--- src/sv/lgsc_pkg.sv ---
// Shared constants, status codes and the control command type of the group slot cache.
package lgsc_pkg;

  // Geometry of the cache and the request.
  localparam int SLOTS       = 8;
  localparam int GROUP_BITS  = 16;
  localparam int SLOT_BITS   = $clog2(SLOTS);
  localparam int COUNT_BITS  = $clog2(SLOTS + 1);
  localparam int GCOUNT_BITS = GROUP_BITS + 1;
  localparam int STATUS_BITS = 3;

  // Result status codes.
  localparam logic [STATUS_BITS-1:0] ST_HIT   = 3'd0;
  localparam logic [STATUS_BITS-1:0] ST_LOAD  = 3'd1;
  localparam logic [STATUS_BITS-1:0] ST_RANGE = 3'd2;
  localparam logic [STATUS_BITS-1:0] ST_WRONG = 3'd3;
  localparam logic [STATUS_BITS-1:0] ST_FAIL  = 3'd4;

  // Commands from the controller to the datapath.
  typedef struct packed {
    logic capture;  // latch the incoming request beat
    logic commit;   // resolve the request, update the list, load the result
  } lgsc_cmd_t;

endpackage

--- src/sv/lgsc_ctrl.sv ---
// Controller of the group slot cache: request sequencing and output handshake.
module lgsc_ctrl (
  input  logic              clk,
  input  logic              rst,
  input  logic              in_valid,
  output logic              in_stall,
  output logic              out_valid,
  input  logic              out_stall,
  output lgsc_pkg::lgsc_cmd_t cmd
);
  import lgsc_pkg::*;

  typedef enum logic {
    S_IDLE,
    S_EXEC
  } state_t;

  state_t state;
  logic   can_commit;

  // The result register is free when empty or being drained this cycle.
  assign can_commit = !out_valid || !out_stall;

  // Commands and input stall follow from the state.
  assign in_stall    = (state == S_EXEC);
  assign cmd.capture = (state == S_IDLE) && in_valid;
  assign cmd.commit  = (state == S_EXEC) && can_commit;

  // State and the output valid flag.
  always_ff @(posedge clk) begin
    if (rst) begin
      state     <= S_IDLE;
      out_valid <= 1'b0;
    end else begin
      unique case (state)
        S_IDLE: begin
          if (in_valid) begin
            state <= S_EXEC;
          end
          if (out_valid && !out_stall) begin
            out_valid <= 1'b0;
          end
        end
        S_EXEC: begin
          if (can_commit) begin
            state     <= S_IDLE;
            out_valid <= 1'b1;
          end
        end
        default: begin
          state <= S_IDLE;
        end
      endcase
    end
  end

endmodule

--- src/sv/lgsc_dpath.sv ---
// Datapath of the group slot cache: recency list, tag compare, shift and result registers.
module lgsc_dpath (
  input  logic                                clk,
  input  logic                                rst,
  input  lgsc_pkg::lgsc_cmd_t                 cmd,
  input  logic                                cfg_write,
  input  logic [lgsc_pkg::GCOUNT_BITS-1:0]    cfg_data,
  input  logic [lgsc_pkg::GROUP_BITS-1:0]     group,
  input  logic                                load_fails,
  output logic [lgsc_pkg::STATUS_BITS-1:0]    status,
  output logic [lgsc_pkg::SLOT_BITS-1:0]      buffer_slot,
  output logic                                evict_valid,
  output logic [lgsc_pkg::GROUP_BITS-1:0]     evict_group,
  output logic [lgsc_pkg::SLOT_BITS-1:0]      evict_buffer
);
  import lgsc_pkg::*;

  // Configuration and the captured request.
  logic [GCOUNT_BITS-1:0] group_count;
  logic [GROUP_BITS-1:0]  req_group;
  logic                   req_fails;

  // Recency list: position 0 is the most recently used.
  logic                  tag_valid       [SLOTS];
  logic [GROUP_BITS-1:0] position_tag    [SLOTS];
  logic [SLOT_BITS-1:0]  position_buffer [SLOTS];
  logic [COUNT_BITS-1:0] loaded_count;

  logic                  tag_valid_next       [SLOTS];
  logic [GROUP_BITS-1:0] position_tag_next    [SLOTS];
  logic [SLOT_BITS-1:0]  position_buffer_next [SLOTS];
  logic [COUNT_BITS-1:0] loaded_count_next;

  logic [STATUS_BITS-1:0] status_next;
  logic [SLOT_BITS-1:0]   buffer_slot_next;
  logic                   evict_valid_next;
  logic [GROUP_BITS-1:0]  evict_group_next;
  logic [SLOT_BITS-1:0]   evict_buffer_next;

  logic                  out_of_range;
  logic                  front_hit;
  logic                  direct_mode;
  logic [SLOT_BITS-1:0]  direct_pos;
  logic [SLOTS-1:0]      match;
  logic                  hit_any;
  logic [SLOT_BITS-1:0]  hit_idx;
  logic [COUNT_BITS-1:0] grown_count;
  logic [SLOT_BITS-1:0]  miss_end;
  logic [SLOT_BITS-1:0]  shift_end;
  logic [SLOT_BITS-1:0]  sel_idx;
  logic                  sel_valid;
  logic [GROUP_BITS-1:0] sel_tag;
  logic [SLOT_BITS-1:0]  sel_buffer;
  logic                  shift_en;
  logic                  front_valid;

  // Mode and range decisions on the captured request.
  assign out_of_range = {1'b0, req_group} >= group_count;
  assign front_hit    = tag_valid[0] && (position_tag[0] == req_group);
  assign direct_mode  = group_count <= GCOUNT_BITS'(SLOTS);
  assign direct_pos   = req_group[SLOT_BITS-1:0];

  // Parallel tag compare over the loaded positions.
  always_comb begin
    for (int i = 0; i < SLOTS; i++) begin
      match[i] = tag_valid[i] && (position_tag[i] == req_group)
                 && (COUNT_BITS'(i) < loaded_count);
    end
  end

  // The lowest matching position wins.
  always_comb begin
    hit_idx = '0;
    for (int i = SLOTS - 1; i >= 0; i--) begin
      if (match[i]) begin
        hit_idx = SLOT_BITS'(i);
      end
    end
  end
  assign hit_any = |match;

  // Last position touched by the move to front.
  assign grown_count = (loaded_count < COUNT_BITS'(SLOTS)) ?
                       loaded_count + COUNT_BITS'(1) : loaded_count;
  assign miss_end    = SLOT_BITS'(grown_count - COUNT_BITS'(1));
  assign shift_end   = hit_any ? hit_idx : miss_end;

  // One shared read port into the list.
  assign sel_idx    = direct_mode ? direct_pos : shift_end;
  assign sel_valid  = tag_valid[sel_idx];
  assign sel_tag    = position_tag[sel_idx];
  assign sel_buffer = position_buffer[sel_idx];

  // Resolve the request and form the next list contents.
  always_comb begin
    tag_valid_next       = tag_valid;
    position_tag_next    = position_tag;
    position_buffer_next = position_buffer;
    loaded_count_next    = loaded_count;
    status_next          = ST_RANGE;
    buffer_slot_next     = '0;
    evict_valid_next     = 1'b0;
    evict_group_next     = '0;
    evict_buffer_next    = '0;
    shift_en             = 1'b0;
    front_valid          = 1'b1;

    priority if (out_of_range) begin
      status_next = ST_RANGE;
    end else if (front_hit) begin
      status_next      = ST_HIT;
      buffer_slot_next = position_buffer[0];
    end else if (direct_mode) begin
      buffer_slot_next = sel_buffer;
      priority if (sel_valid) begin
        status_next = (sel_tag != req_group) ? ST_WRONG : ST_HIT;
      end else if (req_fails) begin
        status_next = ST_FAIL;
      end else begin
        status_next                   = ST_LOAD;
        tag_valid_next[direct_pos]    = 1'b1;
        position_tag_next[direct_pos] = req_group;
      end
    end else if (hit_any) begin
      status_next      = ST_HIT;
      buffer_slot_next = sel_buffer;
      shift_en         = 1'b1;
    end else begin
      loaded_count_next = grown_count;
      buffer_slot_next  = sel_buffer;
      shift_en          = 1'b1;
      front_valid       = !req_fails;
      status_next       = req_fails ? ST_FAIL : ST_LOAD;
      // A full list drops its least recently used entry.
      if ((loaded_count == COUNT_BITS'(SLOTS)) && tag_valid[SLOTS-1]) begin
        evict_valid_next  = 1'b1;
        evict_group_next  = position_tag[SLOTS-1];
        evict_buffer_next = position_buffer[SLOTS-1];
      end
    end

    // Move to front: positions up to shift_end slide down by one.
    if (shift_en) begin
      for (int j = 1; j < SLOTS; j++) begin
        if (SLOT_BITS'(j) <= shift_end) begin
          tag_valid_next[j]       = tag_valid[j-1];
          position_tag_next[j]    = position_tag[j-1];
          position_buffer_next[j] = position_buffer[j-1];
        end
      end
      tag_valid_next[0]       = front_valid;
      position_tag_next[0]    = req_group;
      position_buffer_next[0] = sel_buffer;
    end
  end

  // Control state of the list and the group count register.
  always_ff @(posedge clk) begin
    if (rst) begin
      group_count  <= GCOUNT_BITS'(1);
      loaded_count <= '0;
      for (int i = 0; i < SLOTS; i++) begin
        tag_valid[i]       <= 1'b0;
        position_buffer[i] <= SLOT_BITS'(i);
      end
    end else begin
      if (cfg_write) begin
        group_count <= cfg_data;
      end
      if (cmd.commit) begin
        loaded_count    <= loaded_count_next;
        tag_valid       <= tag_valid_next;
        position_buffer <= position_buffer_next;
      end
    end
  end

  // Payload registers: tags, request and result beat.
  always_ff @(posedge clk) begin
    if (cmd.capture) begin
      req_group <= group;
      req_fails <= load_fails;
    end
    if (cmd.commit) begin
      position_tag <= position_tag_next;
      status       <= status_next;
      buffer_slot  <= buffer_slot_next;
      evict_valid  <= evict_valid_next;
      evict_group  <= evict_group_next;
      evict_buffer <= evict_buffer_next;
    end
  end

endmodule

--- src/sv/lru_group_slot_cache.sv ---
// Top level of the group slot cache with move-to-front LRU replacement.
// Each request beat is first captured; then all eight positions are compared in
// parallel, the list is updated and the result register is loaded. in_stall is
// high while a captured request waits for this; a result held by out_stall delays
// the commit further, but the next request may still be captured while a finished
// result waits. The list is held in flip-flops and ready right after reset, with
// no clearing pass.
// group_count must only be written while no request is in flight.
module lru_group_slot_cache (
  input  logic                              clk,
  input  logic                              rst,
  input  logic                              cfg_write,
  input  logic [lgsc_pkg::GCOUNT_BITS-1:0]  cfg_data,
  input  logic                              in_valid,
  output logic                              in_stall,
  input  logic [lgsc_pkg::GROUP_BITS-1:0]   group,
  input  logic                              load_fails,
  output logic                              out_valid,
  input  logic                              out_stall,
  output logic [lgsc_pkg::STATUS_BITS-1:0]  status,
  output logic [lgsc_pkg::SLOT_BITS-1:0]    buffer_slot,
  output logic                              evict_valid,
  output logic [lgsc_pkg::GROUP_BITS-1:0]   evict_group,
  output logic [lgsc_pkg::SLOT_BITS-1:0]    evict_buffer
);
  import lgsc_pkg::*;

  lgsc_cmd_t cmd;

  // Sequencing and handshakes.
  lgsc_ctrl u_ctrl (
    .clk       (clk),
    .rst       (rst),
    .in_valid  (in_valid),
    .in_stall  (in_stall),
    .out_valid (out_valid),
    .out_stall (out_stall),
    .cmd       (cmd)
  );

  // Recency list and result registers.
  lgsc_dpath u_dpath (
    .clk          (clk),
    .rst          (rst),
    .cmd          (cmd),
    .cfg_write    (cfg_write),
    .cfg_data     (cfg_data),
    .group        (group),
    .load_fails   (load_fails),
    .status       (status),
    .buffer_slot  (buffer_slot),
    .evict_valid  (evict_valid),
    .evict_group  (evict_group),
    .evict_buffer (evict_buffer)
  );

endmodule

--- config.mk ---
export PLATFORM = sky130hd
export DESIGN_NAME = lru_group_slot_cache
export DESIGN_NICKNAME = d
export VERILOG_FILES = /design/src/sv/lgsc_pkg.sv /design/src/sv/lgsc_ctrl.sv /design/src/sv/lgsc_dpath.sv /design/src/sv/lru_group_slot_cache.sv
export SDC_FILE = /design/constraint.sdc
export NUM_CORES = 1
export LEC_CHECK = 0
export BUFFER_PORTS_ARGS = -buffer_cell sky130_fd_sc_hd__buf_4
export CAP_MARGIN = 20
export CORE_AREA = 2 2 239 218
export DETAILED_ROUTE_END_ITERATION = 7
export DIE_AREA = 0 0 241 220
export PLACE_DENSITY = 0.53
export SETUP_SLACK_MARGIN = 0.5
export SLEW_MARGIN = 20
export SYNTH_ARGS = -nofsm -noshare
export SYNTH_HDL_FRONTEND = slang
export SYNTH_SLANG_ARGS = --single-unit
--- constraint.sdc ---
create_clock -name clk -period 12.6 [get_ports clk]
set_clock_uncertainty 0.1 [all_clocks]
set_input_delay 1.26 -clock clk [delete_from_list [all_inputs] [get_ports clk]]
set_output_delay 1.26 -clock clk [all_outputs]
set_load 0.1 [all_outputs]
# Word-level counts from Yosys, hierarchy flattened
# Index checks and enable logic that the tools add are counted.
dict set report word_totals {
  in_bits 39
  register_bits 226
  out_inout_bits 28
  word_cells 197
}
dict set report classes {
  n_bitwise 9
  reduce_logical 41
  magnitude_cmp 21
  n_mux 72
  eq_ne 16
  n_addsub 2
}
# op n
set ops {}
lappend ops {{128-bit two-way mux} 6}
lappend ops {{16-bit two-way mux} 10}
lappend ops {{128-bit bitwise mux} 1}
lappend ops {{16-bit equality test} 8}
lappend ops {{3-bit two-way mux} 17}
lappend ops {{16-bit binary-select mux with 3-bit select} 1}
lappend ops {{16-bit demux with 3-bit select} 1}
lappend ops {{8-bit two-way mux} 6}
lappend ops {{1-bit two-way mux} 22}
lappend ops {{1-bit logical AND} 21}
lappend ops {{3-bit AND reduction} 7}
lappend ops {{16-bit by 17-bit greater-or-equal comparator with 1-bit output} 1}
lappend ops {{17-bit by 4-bit <= comparator with 1-bit output, second input constant} 1}
lappend ops {{3-bit by 4-bit < comparator with 1-bit output, first input constant} 4}
lappend ops {{16-bit != test} 1}
lappend ops {{3-bit <= comparator, first input constant} 4}
lappend ops {{2-bit != test, second input constant} 6}
lappend ops {{12-bit OR reduction} 1}
lappend ops {{11-bit OR reduction} 1}
lappend ops {{3-bit binary-select mux with 3-bit select} 1}
lappend ops {{4-bit greater-or-equal comparator, second input constant} 2}
lappend ops {{1-bit by 4-bit < comparator with 1-bit output, first input constant} 2}
lappend ops {{2-bit by 4-bit < comparator with 1-bit output, first input constant} 2}
lappend ops {{3-bit NOT with 4-bit output} 2}
lappend ops {{22 further kinds} 33}

# Logic depth before layout (Yosys ltp)
dict set report depth {
  word_depth 23
  ltp_mapped 20
  ltp_nobuf 16
}

# Hierarchy
# A second synthesis with hierarchy kept.
dict set report unflattened {
  cells_unflattened 1546
  area_unflattened_um2 14348.8
}
# module seq_area_each_um2 area_each_um2 n_inst cells_each
set modules_own_cells {}
lappend modules_own_cells {lgsc_dpath 6195.9 14261.2 1 1537}
lappend modules_own_cells {lgsc_ctrl 40.0 87.6 1 9}

# Worst setup path before layout
# Ideal clock, no wire load.
dict set report synth_path {
  kind {input to register}
  start {in out_stall}
  end {reg u_dpath.tag_valid[4] (netlist bit)}
  required_ns 12.406
  arrival_time_ns 6.360
  setup_ns 0.094
  path_buffers 1
  path_stages 6
  slack_ns 6.047
  cell_sequence {nand2_1 nand2_1 clkinv_1 clkbuf_1 o21ai_0 a211oi_1}
}
# element line_no
set synth_rtl {}
lappend synth_rtl {{start, declared} lru_group_slot_cache.sv:19} ;# input logic out_stall,
lappend synth_rtl {{end signal, assigned} lgsc_dpath.sv:172} ;# tag_valid <= tag_valid_next;
lappend synth_rtl {{end, declared} lgsc_dpath.sv:24} ;# logic tag_valid [SLOTS];

==> metrics.md <==
| Metric | Value |
|---|---|
| Starting Density | 0.276 |
| Share of cells above drive strength 1 | 0.111 |
| Pre-antenna DRT Iters | 5 |
| Mapped cell area | 14000 µm² |
| Port bufs | 66 |
| Drc violations | 0 |
| Synth Flop Type | edfxtp_1 |
| Async SR Flop Fraction | 0 |
| Pins Over Slew Limit | 0 |
| Post-route clock period utilization | 0.490 |
| Internal power | 0.00149 W |
| Nets | 1500 |
| WP data arrival | 6360 ps |
| Gr ovfl total | 0 |
| Worst Hold Depth | 1 |
| Library cells used by synthesis | 68 |
| Die ar. | 53000 µm² |
| Cts repair resizes | 0 |
| Critical path, cell by cell | xnor2_1 -> nand2_1 -> or4_1 -> nand3b_1 -> and4b_1 -> nand2_1 -> a31o_2 -> buf_4 -> mux2_4 -> or3_1 -> nor3_4 -> mux2i_1 -> a21oi_1 |
| Buf+Inv Stages, Crit Path | 1 |
| Reg power frac | 0.427 |
| Inserted Diodes | 0 |
| RePlAce Congestion | 0.934 |
| First-pass GRT wire length | 68.8 mm |
| Synth top area share | 0.367 |
| Clock Power Share | 0.353 |
| Drt initial violations | 1124 |
| Synth top area cells | edfxtp_1, mux2i_1, dfxtp_1 |
| CTS tree | built |
| Initial antenna violation count | 0 |
| Reg2reg end | u_dpath.position_tag[100] |
| CTS root buf | clkbuf_16 |
| Syn_area_per_cell | 9.91 µm² |
| Combinational fraction of design power | 0.220 |
| Sw Share | 0.319 |
| R2r setup slk | 6420 ps |
| Sink Count | 226 |
| Hold/Removal Path Class | reg -> reg |
| Critical Path End Type | flop |
| Core area | 50800 µm² |
| Clock latency on the worst-skew pair | 560 ps |
| Crit-path most repeated cell | nand2_1 |
| Min-Delay Endpoint | u_dpath.position_buffer[18] |
| Clk buf depth | 3 |
| TNS Setup | 0 ps |
| Post-Synthesis Cells | 1413 |
| # H-tree levels | 1 |
| Worst path top cell family by delay | simple AND/OR/NAND/NOR gates |
| Gr usage total | 0.171 |
| Seq/Total Area, Yosys | 0.446 |
| Final setup viols | 0 |
| Max IR drop VDD | 93.6 µV |
| Via count | 11.0k |
| Synth Warn # | 0 |
| Largest net degree at the start of global routing | 107 |
| Fmax | 0.162 GHz |
| Cell taking the most area after synthesis | edfxtp_1 |
| Area growth from synthesis to layout | 14.7% |
| P_sw | 0.000697 W |
| Avg Vias per Cell | 5.11 |
| Max FO, Critical Path | 41 |
| Tmin final | 6180 ps |
| Die width | 241 µm |
| HPWL Detailed | 31.9 mm |
| Kind of critical path | reg -> reg |
| Post-DRT Antenna Nets | 0 |
| CP max stage cell | edfxtp_1 |
| Multi-input gate area | 7220 µm² |
| Final hold vios | 0 |
| Max_cap viols | 0 |
| Total wire length | 45.8 mm |
| Fill cells | 5286 |
| Row count | 79 |
| Critical R2R Launch | u_dpath.req_group[5] |
| Register area | 6240 µm² |
| Status | finished, final reports clean |
| LEAKAGE | 5.83 nW |
| Total CTS buffers | 26 |
| Worst EP required | 12780 ps |
| CP max stage delay | 980 ps |
| Yosys reg bits | 226 |
| Die Y | 220 µm |
| Clk slew on worst S/H paths | 60 ps |
| Worst R2R Path Depth | 13 |
| Boundary pin count | 67 |
| RSZ-0062 raised after global routing | no |
| Setup bufs post-CTS | 0 |
| Min-delay src | u_dpath.position_buffer[18] |
| Syn_nets | 1473 |
| Vias in the first global route | 10.6k |
| Worst hold margin | 388 ps |
| Final Util | 0.316 |
| Relative slew slack | 0.276 |
| EDFF count, synth | 171 |
| Slew @ Worst Pin | 1090 ps |
| CTS Hold Bufs | 0 |
| Avg WL per Cell | 21.3 µm |
| Pwr dens | 136 nW/µm² |
| CP startpoint kind | flop |
==> cell usage after synthesis, drive strengths merged (3+ instances only) <==
master and instances:
a211o 13, a211oi 26, a21o 5, a21oi 66, a31oi 7, and2 44
and3 11, buf 50, clkbuf 49, dfxtp 55, edfxtp 171, ha 21
inv 37, mux2 3, mux2i 185, nand2 132, nand2b 5, nand3 17
nand4 20, nand4b 3, nor2 121, nor2b 10, nor3 24, nor4 27
nor4b 4, o2111ai 4, o211ai 3, o21ai 92, o22ai 11, or2 6
or3 4, or4 3, xnor2 79, xor2 77
==> cell type report <==
type	count	share of cell area
repair buffers	98	0.0463
clock inverters	8	0.00444
inverters	38	0.00919
flip-flops and latches	226	0.388
well taps	688	0.0536
multi-input cells	1050	0.450
clock buffers	40	0.0484
==> worst max path at each step <==
stage / from / endpoint / slack (ps) / depth (start not counted)
floorplan: out_stall / u_dpath.tag_valid[4] / 6050 / 6
global route: u_dpath.req_group[5] / u_dpath.position_tag[108] / 6270 / 13
global placement: u_dpath.req_group[5] / u_dpath.position_tag[69] / 6480 / 13
finish: u_dpath.req_group[5] / u_dpath.position_tag[100] / 6420 / 13
CTS: u_dpath.req_group[5] / u_dpath.position_tag[67] / 6450 / 13
detailed placement: u_dpath.req_group[5] / u_dpath.position_tag[79] / 6460 / 13
==> flip-flops by register name, summed over array words and instances (netlist names) <==
signal and cells:
u_dpath.req_group 16, u_dpath.tag_valid 8, u_dpath.buffer_slot 3, u_dpath.status 3, u_dpath.position_buffer 24, u_dpath.req_fails 1, u_dpath.evict_group 16, u_dpath.position_tag 128
u_dpath.evict_buffer 3, u_dpath.loaded_count 4, u_ctrl.in_stall 1, u_ctrl.out_valid 1, u_dpath.evict_valid 1, u_dpath.group_count 17
==> through the flow <==
stage                     cells  setup WS (ps)  power [W]  area [µm²]
after floorplan            1413           6050    0.00128       14000
after global placement     2099           6480    0.00142       15200
after detailed placement   2099           6460    0.00142       15200
after CTS                  2147           6450    0.00220       16000
after global routing       2148           6270    0.00227       16100
final                      2148           6420    0.00219       16100
==> cell usage in the layout, fill, tap and decap left out, types with 5 or more instances in the layout <==
master,instances
nor3_1,20
nand4_1,20
a21oi_1,66
clkbuf_16,29
o21ai_1,14
nor2b_1,10
clkbuf_1,10
and2_1,39
or2_2,6
and3_1,11
nand2_1,132
a211o_1,13
nand2b_1,5
xnor2_1,79
mux2i_1,185
a31oi_1,6
inv_1,36
edfxtp_1,171
a211oi_1,25
ha_1,21
dfxtp_1,55
nor2_1,118
a21o_1,5
nand3_1,17
buf_4,97
o21ai_0,78
xor2_1,77
nor4_1,25
and2_0,5
o22ai_1,11
==> power by group through the flow <==
stage	combinational, W	sequential [W]	clock [W]
final	0.000481	0.000933	0.000771
after global routing	0.000521	0.000938	0.000815
after CTS	0.000479	0.000931	0.000788
after detailed placement	0.000476	0.000947	0
after global placement	0.000474	0.000945	0
after floorplan	0.000315	0.000962	0
==> worst register-to-register path, stage by stage (launching register included) <==
cell      delay, ps
edfxtp_1        980
xnor2_1         200
nand2_1         140
or4_1           610
nand3b_1        280
and4b_1         350
nand2_1         320
a31o_2          280
buf_4           520
mux2_4          420
or3_1           520
nor3_4          840
mux2i_1         280
a21oi_1          80
==> kinds of logic (layout without fill, tap and decap cells) <==
group,count (synthesis),after routing,synth area share
simple gates,437,437,0.153
flops,226,226,0.446
xor+xnor,156,156,0.0976
fa+ha+maj,21,21,0.0188
buf+inv,137,184,0.0426
compound gates,247,247,0.106
mux,189,189,0.137
==> metal layers <==
| metal | share of wire | GRT usage | up-vias |
|---|---|---|---|
| met5 | 0 | 0 | - |
| met4 | 0.024 | 0.0399 | 0 |
| met3 | 0.067 | 0.0299 | 70 |
| met2 | 0.43 | 0.258 | 381 |
| met1 | 0.48 | 0.252 | 5394 |
| li1 | - | - | 5135 |
Note: power is estimated with default switching activity, not from simulation.
